<file path="config.mk">
export PLATFORM = sky130hd
export DESIGN_NAME = fbpa_front
export DESIGN_NICKNAME = d
export VERILOG_FILES = /design/src/fbpa_pkg.sv /design/src/fbpa_front.sv
export SDC_FILE = /design/constraint.sdc
export NUM_CORES = 1
export LEC_CHECK = 0
export BUFFER_PORTS_ARGS = -buffer_cell sky130_fd_sc_hd__buf_2
export CAP_MARGIN = 20
export CORE_ASPECT_RATIO = 0.8
export CORE_MARGIN = 1.5
export CORE_UTILIZATION = 45
export DETAILED_ROUTE_END_ITERATION = 10
export PLACE_DENSITY = 0.69
export SLEW_MARGIN = 5
export SYNTH_ARGS = -nofsm -noshare
export SYNTH_HDL_FRONTEND = slang
export SYNTH_SLANG_ARGS = --single-unit
</file>
<file path="constraint.sdc">
create_clock -name clk_i -period 2.8 [get_ports clk_i]
set_clock_uncertainty 0.1 [all_clocks]
set_input_delay 0.56 -clock clk_i [delete_from_list [all_inputs] [get_ports clk_i]]
set_output_delay 0.56 -clock clk_i [all_outputs]
set_load 0.01 [all_outputs]
</file>
<file path="src/fbpa_pkg.sv">
`timescale 1ns / 1ps
package fbpa_pkg;

  localparam int unsigned MaxBlocks = 1024;
  localparam int unsigned AddrBits  = 32;
  localparam int unsigned QW   = $clog2(MaxBlocks);
  localparam int unsigned IdxW = QW + 1;
  localparam int unsigned SizeW = 16;
  localparam int unsigned CntW  = 11;
  localparam int unsigned RW   = SizeW + IdxW;
  localparam int unsigned CW   = ((RW > AddrBits) ? RW : AddrBits) + 1;
  localparam int unsigned KW   = $clog2(QW + 1);
  localparam int unsigned PAW  = 4;
  localparam int unsigned QDepth = 2;

  localparam logic [IdxW-1:0] NullIdx = IdxW'(MaxBlocks);

  localparam logic [1:0] RegBase  = 2'd0;
  localparam logic [1:0] RegSize  = 2'd1;
  localparam logic [1:0] RegCount = 2'd2;

  localparam logic [31:0] BaseRst  = 32'd4096;
  localparam logic [15:0] SizeRst  = 16'd64;
  localparam logic [10:0] CountRst = 11'd1024;

  typedef enum logic [1:0] {
    OP_ALLOC = 2'd0,
    OP_FREE  = 2'd1,
    OP_RESET = 2'd2,
    OP_QUERY = 2'd3
  } op_e;

  typedef enum logic [2:0] {
    ST_OK        = 3'd0,
    ST_NOT_READY = 3'd1,
    ST_EXHAUSTED = 3'd2,
    ST_NOT_OWNED = 3'd3,
    ST_TOO_LARGE = 3'd4
  } status_e;

  typedef struct packed {
    op_e         op;
    logic [31:0] address;
  } in_t;

  typedef struct packed {
    logic [31:0] block_address;
    status_e     status;
    logic        owned;
    logic [10:0] free_count;
  } out_t;

  typedef struct packed {
    in_t  item;
    logic addr_null;
  } entry_t;

  typedef struct packed {
    logic [31:0]      base_address;
    logic [SizeW-1:0] block_size;
    logic [CntW-1:0]  block_count;
  } cfg_t;

endpackage

</file>
<file path="src/fbpa_front.sv">
`timescale 1ns / 1ps
module fbpa_front (
  input  logic             clk_i,
  input  logic             rst_ni,
  input  logic             in_valid_i,
  output logic             in_ready_o,
  input  fbpa_pkg::in_t    in_data_i,
  output logic             q_valid_o,
  input  logic             q_pop_i,
  output fbpa_pkg::entry_t q_data_o
);
  import fbpa_pkg::*;

  localparam int unsigned PW = (QDepth > 1) ? $clog2(QDepth) : 1;

  entry_t          buf_q [QDepth];
  logic [PW-1:0]   wp_q, wp_d, rp_q, rp_d;
  logic [PW:0]     cnt_q, cnt_d;
  logic            push;
  entry_t          ent;

  assign in_ready_o = (cnt_q != (PW+1)'(QDepth));
  assign push       = in_valid_i && in_ready_o;
  assign q_valid_o  = (cnt_q != '0);
  assign q_data_o   = buf_q[rp_q];

  always_comb begin
    ent.item      = in_data_i;
    ent.addr_null = (in_data_i.address == '0);
    wp_d = wp_q;
    rp_d = rp_q;
    if (push) begin
      wp_d = (32'(wp_q) == QDepth - 1) ? '0 : wp_q + 1'b1;
    end
    if (q_pop_i) begin
      rp_d = (32'(rp_q) == QDepth - 1) ? '0 : rp_q + 1'b1;
    end
    cnt_d = cnt_q + (PW+1)'(push) - (PW+1)'(q_pop_i);
  end

  always_ff @(posedge clk_i or negedge rst_ni) begin
    if (!rst_ni) begin
      wp_q  <= '0;
      rp_q  <= '0;
      cnt_q <= '0;
    end else begin
      wp_q  <= wp_d;
      rp_q  <= rp_d;
      cnt_q <= cnt_d;
    end
  end

  always_ff @(posedge clk_i) begin
    if (push) begin
      buf_q[wp_q] <= ent;
    end
  end
endmodule

</file>
==> results of run 1 <==
## logic make-up after synthesis
kind of cell / count (synthesis) / share of synthesized area (%)
DFF: 74 / 75.4
and+or+nand+nor: 17 / 3.60
xor gates and xnor gates: 4 / 1.20
muxes: 35 / 17.2
AOI/OAI and AO/OA: 2 / 0.642
adders and majority gates: 1 / 0.428
buffers and inverters: 4 / 1.54
## cells in the mapped netlist
master,count,area share [%]
nand2_1,1,0.13
nor3b_2,1,0.43
nand2b_1,1,0.21
mux2_4,29,15
nor4_1,8,1.7
buf_6,4,1.5
nand4_1,2,0.43
nor2_1,2,0.26
xor2_1,1,0.30
and3_1,1,0.21
a21bo_1,1,0.34
edfxtp_1,70,72
or2_2,1,0.21
xnor2_1,3,0.90
dfrtp_1,4,3.4
ha_1,1,0.43
a21oi_2,1,0.30
mux2_2,6,2.3
## flip-flops by register name, summed over array words and instances (netlist names)
| name | count |
|---|---|
| buf_q | 70 |
| cnt_q | 2 |
| rp_q | 1 |
| wp_q | 1 |
## power by group
group | switching, uW | total [uW] | internal, uW | leakage (uW)
Sequential | 106 | 1620 | 1520 | 0.000697
Clock | 373 | 968 | 595 | 0.000113
Combinational | 579 | 1210 | 630 | 0.000629
## critical path, stage by stage (launching register included)
cell	delay, ns
dfrtp_2	0.54
buf_12	0.28
mux2_2	0.36
buf_2	0.14
## repair_timing
item / 4_1_cts / 5_1_grt
endpoints found under the hold margin: 4 / 0
hold buffers: 1 / 0
resized for setup: 0 / 0
## area by class of cell
class | instances | area [um^2]
clock buffers | 10 | 128
fillers | 500 | 2680
multi-input cells | 59 | 683
clock inverters | 6 | 114
flip-flops and latches | 74 | 2200
well taps | 84 | 105
repair buffers | 78 | 428
## routing by layer
layer  vias up  global-route usage, %  share of wire (%)  wire length [um]
met5         -                      0                  0                 0
li1        715                      -                  -                 -
met3         6                   6.06                5.9               295
met2        50                   25.4                 50              2510
met4         0                   6.90                1.3                65
met1       764                   17.2                 43              2120
## worst max-delay path by stage
| stage | start | end | slack (ns) | cells past startpoint |
|---|---|---|---|---|
| floorplan | cnt_q[1] | buf_q[0][0] | 0.09 | 3 |
| global placement | rp_q | q_data_o[32] | 0.83 | 3 |
| detailed placement | rp_q | q_data_o[27] | 0.83 | 3 |
| CTS | rp_q | q_data_o[27] | 0.45 | 3 |
| global route | rp_q | q_data_o[25] | 0.40 | 3 |
| finish | rp_q | q_data_o[32] | 0.48 | 3 |
## per-stage QoR
step           instances  utilization [%]  power [uW]  area, um^2
3_5_place_dp         294             53.7        2880        3410
2_1_floorplan        137                -        2470        2920
3_3_place_gp         294             53.7        2860        3410
6_report             311             57.7        3800        3660
4_1_cts              311             57.7        3860        3660
5_1_grt              311             57.7        3990        3660
==> flow_summary_export.csv, run 1 <==
group,metric,value,unit
run_status,status,"finished, final reports clean",
layout,post_route_cells_drive_above_1_share,58.6,%
die,rows,26,
sta,finalMaxSlewViolations,0,
pwr,powerDensity,1040,mW/mm^2
drt,viasPerCell,4.94,
die,die_area,0.00699,mm^2
placed_design,dp_worst_setup_slack,0.831,ns
sta,layout_setup_ws,0.484,ns
setup_path,cp_max_fo,28,
sta,finalHoldViolCount,0,
setup_path,worst_setup_path_start_kind,"flip-flop",
drt,first_iter_violations,84,
global_route,first_global_vias,1535,
die,die_h,75.1,um
drt,drtPass1Iterations,4,
sta,setup_violations,0,
layout,area_growth,25.3,%
die,die-width,93.1,um
cts,htree_levels,3,
pwr,ir_drop,447,uV
logic_synthesis,synth-seq-cells,74,
cts,postCtsSetupBuffers,0,
pwr,leakagePower,0.00144,uW
logic_synthesis,synth-seq-area-share,75.4,%
setup_path,cp-end-kind,"output pin",
drt,wl,4990,um
logic_synthesis,syn_area_per_cell,21.3,um^2
setup_path,regToRegSetupSlack,1.07,ns
logic_synthesis,synthCells,137,
layout,final_nets,261,
global_route,grt_usage,15.1,%
setup_path,reg2reg_to,"buf_q[1][22]",
global_route,overflow,0,
cts,cts_tree,"yes",
layout,layout_common_cells,"buf_2 (74), edfxtp_1 (70), mux2_4 (29)",
setup_path,crit_arrival,1.66,ns
cts,cts.sinks,74,
sta,whs,0.309,ns
placed_design,io_buffers,74,
worst_hold_path,hold_class,"primary input to flip-flop",
global_route,antenna_found_initial,0,
sta,setup_tns,0,ns
cts,clk_latency,0.34,ns
sta,tightestPinTransition,0.472,ns
setup_path,crit_type,"flip-flop to output pin",
flow_run,drv_cap,0,
global_route,grt_max_degree,29,
setup_path,rr_worst_depth,3,
setup_path,required,2.14,ns
sta,max-slew-margin-rel,68.2,%
sta,rsz0062_at_grt,"no",
cts,cts_root_buf,"clkbuf_8",
die,io_pins,75,
logic_synthesis,ys_warn_count,0,
drt,routed-via-count,1535,
sta,fin_crit,2.32,ns
logic_synthesis,synth.cell_area,0.00292,mm^2
layout,final_common_cell,"buf_2",
cts,clk_pin_slew,0.07,ns
setup_path,rr_startpoint,"cnt_q[0]",
drt,ant_nets,0,
cts,cts_buffers,9,
placed_design,place_congestion,0.687,
die,start_util,46.1,%
worst_hold_path,hp-start,"in_data_i[32]",
sta,fin_crit_sh,82.7,%
drt,wl_per_cell,16.1,um
worst_hold_path,hold_depth,1,
sta,fmax,432,MHz
die,core-area,0.00634,mm^2
drt,drc,0,
logic_synthesis,syn_nets,176,
layout,diodes,0,
placed_design,dp_hpwl,3370,um
cts,cts_buffer_depth,2,
global_route,grt_pass1_wl,7330,um
logic_synthesis,ys_types,18,
worst_hold_path,whs_endpoint,"buf_q[0][33]",
No activity file was read; power rests on OpenSTA's default activity.
==> inputs of run 2 (changes only) <==
ABC_AREA = 1   (was default)
PLACE_DENSITY = 0.71   (was 0.69)
clock period = 2 ns   (was 2.8 ns; I/O delays follow)
==> run 2 against run 1 <==
Effect of this change:
- combinational power up 47%
- critical endpoint is now q_data_o[0]
- sequential share of layout area up 0.082 points
- wire length down 0.48%
- first-iteration DRC count down 37%
- highest routed layer unchanged
- synthesized cell count up 19%
==> flow_summary_export.csv, run 2 <==
group,metric,value,unit
run_status,status,"finished, final reports clean",
logic_synthesis,synth-seq-area-share,73.6,%
cts,clk_latency,0.34,ns
sta,setup_tns,0,ns
sta,rsz0062_at_grt,"yes",
logic_synthesis,synth_edf_count,70,
logic_synthesis,synth.cell_area,0.00299,mm^2
logic_synthesis,synth_top_cell_by_area,"edfxtp_1",
setup_path,worst_setup_path_start_kind,"flip-flop",
setup_path,rr_worst_depth,9,
logic_synthesis,synthSimpleGateAreaFrac,5.61,%
layout,final_area,0.00366,mm^2
logic_synthesis,syn_area_per_cell,18.3,um^2
logic_synthesis,yosys-top-cells-count,"edfxtp_1 (70), mux2_4 (29), nor2_1 (24)",
drt,drc,0,
pwr,combPwrFrac,35.9,%
cts,cts_root_buf,"clkbuf_8",
pwr,pwr-share-seq,44.9,%
die,die_area,0.00715,mm^2
sta,setup_violations,0,
layout,ff_latch_area,0.00220,mm^2
sta,tightestPinTransition,0.292,ns
layout,diodes,0,
setup_path,crit_type,"flip-flop to output pin",
global_route,grt_max_degree,22,
layout,post_route_cells_drive_above_1_share,52.0,%
worst_hold_path,hold_class,"primary input to flip-flop",
pwr,ir_drop,744,uV
setup_path,required,1.50,ns
logic_synthesis,synth_top_family_by_area,"multiplexers",
global_route,grt_pass1_wl,7960,um
logic_synthesis,ys_warn_count,0,
die,rows,26,
logic_synthesis,synth-seq-cells,74,
logic_synthesis,yosysMostFrequentCell,"edfxtp_1",
pwr,leakagePower,0.00148,uW
placed_design,io_buffers,74,
placed_design,dp_cells,323,
sta,fmax,515,MHz
pwr,swShare,30.1,%
placed_design,dp_hpwl,3360,um
drt,ant_nets,0,
logic_synthesis,netlist_top_cells_area,"edfxtp_1 (70%), mux2_4 (15%), dfrtp_1 (3.3%)",
layout,largest-register,"buf_q",
cts,clk_pin_slew,0.07,ns
cts,postCtsSetupBuffers,0,
layout,finalNonFillerCells,340,
sta,fin_crit,1.94,ns
sta,max-slew-margin-rel,80.5,%
setup_path,cp_slowest_cell,"dfrtp_2",
setup_path,slowest_delay,0.41,ns
pwr,powerDensity,1360,mW/mm^2
drt,wl,4970,um
global_route,antenna_found_initial,0,
die,die-width,94.1,um
drt,first_iter_violations,53,
setup_path,cp-end-kind,"output pin",
setup_path,critPathTopFamily,"flip-flops",
layout,final_nets,290,
logic_synthesis,synth-xor-area-share,0.586,%
logic_synthesis,synthAdderAreaFrac,0.418,%
cts,htree_levels,3,
logic_synthesis,synth-main-ff-cell,"edfxtp_1",
layout,top_regs,"buf_q x70, cnt_q x2",
logic_synthesis,synthCells,163,
layout,fill_cells,528,
global_route,overflow,0,
logic_synthesis,synth_compound_area_share,0.167,%
logic_synthesis,ys_types,16,
pwr,power.switching,1490,uW
setup_path,cp_max_fo,21,
pwr,internal_power,3470,uW
logic_synthesis,yosysTopAreaCellShare,70.3,%
drt,wl_per_cell,14.6,um
setup_path,regToRegSetupSlack,0.33,ns
cts,cts_tree,"yes",
drt,routed-via-count,1616,
layout,final_common_cell,"buf_2",
die,die_h,75.9,um
setup_path,path_buf_inv,2,
die,io_pins,75,
sta,finalHoldViolCount,0,
placed_design,place_congestion,0.749,
cts,cts.sinks,74,
cts,cts_buffer_depth,2,
drt,viasPerCell,4.75,
setup_path,crit_arrival,1.44,ns
sta,fin_crit_sh,97.2,%
drt,drtPass1Iterations,4,
layout,multi_input_area,724,um^2
worst_hold_path,hold_depth,1,
layout,layout_common_cells,"buf_2 (74), edfxtp_1 (70), mux2_4 (30)",
flow_run,drv_cap,0,
setup_path,cp.depth,3,
pwr,clockPowerShare,19.1,%
setup_path,crit_chain,"buf_12 -> mux2_4 -> buf_2",
global_route,first_global_vias,1624,
layout,largest_register_ffs,70,
logic_synthesis,syn_nets,202,
sta,finalMaxSlewViolations,0,
logic_synthesis,postSynth.asyncResetShare,5.41,%
die,core-area,0.00641,mm^2
layout,area_growth,22.3,%
cts,cts_buffers,9,
die,start_util,46.7,%
logic_synthesis,synth.area.mux_share,16.8,%
global_route,grt_usage,15.2,%
placed_design,placed_area,0.00347,mm^2
## run 2: cell types whose count changed after synthesis, sizes merged
cell    previous run  this run
nand3              0         1
nor4               8         0
nand2b             1         0
nor2               2        24
nand2              1        16
or2                1         2
nand4              2         0
nor3b              1         0
a21bo              1         0
and3               1         0
xnor2              3         1
inv                0         3
## run 2: cells by family (layout without fill, tap and decap cells)
family,Yosys count,in the layout
buffers and inverters,7,100
adder cells (fa/ha/maj),1,1
AO/OA/AOI/OAI,1,1
AND/OR/NAND/NOR,43,43
multiplexers,35,35
XOR/XNOR,2,2
flip-flops,74,74
## run 2: cell type report
cell class | instances | share of cell area (%)
sequential | 74 | 60.3
multi-input combinational | 82 | 19.8
timing repair buffer | 81 | 12.3
clock buffer | 10 | 3.49
tap | 84 | 2.87
clock inverter | 6 | 0.924
inverter | 3 | 0.308
## run 2: metrics by stage
stage               setup WS (ns)  util, %  hold WS, ns  total power (uW)
floorplan                  -0.124        -      0.00441              3530
global placement            0.362     54.1        0.116              4020
detailed placement          0.330     54.1        0.111              4040
CTS                        0.0147     56.9        0.123              5010
global route             -0.00434     57.0        0.127              5250
finish                     0.0569     57.0        0.143              4970
## run 2: repair_timing
item | 4_1_cts | 5_1_grt
hold endpoints to repair | 4 | 0
cloned | 0 | 0
gates resized for setup | 1 | 3
setup endpoints to repair | 14 | 6
hold buffers | 1 | 0
## run 2: layer usage
layer	share of wire (%)	up-vias	track usage (%)
li1	-	776	-
met1	45	755	20.6
met2	45	76	22.0
met3	8.3	9	6.22
met4	1.4	0	5.37
met5	0	-	0
## run 2: worst paths after layout
path,to,startpoint
max in group asynchronous,rp_q,rst_ni
min,buf_q[1][34],in_data_i[33]
max reg2reg,cnt_q[1],cnt_q[1]
min reg2reg,cnt_q[0],cnt_q[0]
min in group asynchronous,cnt_q[0],rst_ni
max,q_data_o[0],rp_q
## run 2: power groups by stage
stage	Combinational, uW	Sequential (uW)	Clock, uW
2_1_floorplan	1300	2230	0
3_3_place_gp	1770	2250	0
3_5_place_dp	1780	2260	0
4_1_cts	1790	2230	989
5_1_grt	1930	2260	1060
6_report	1780	2230	950
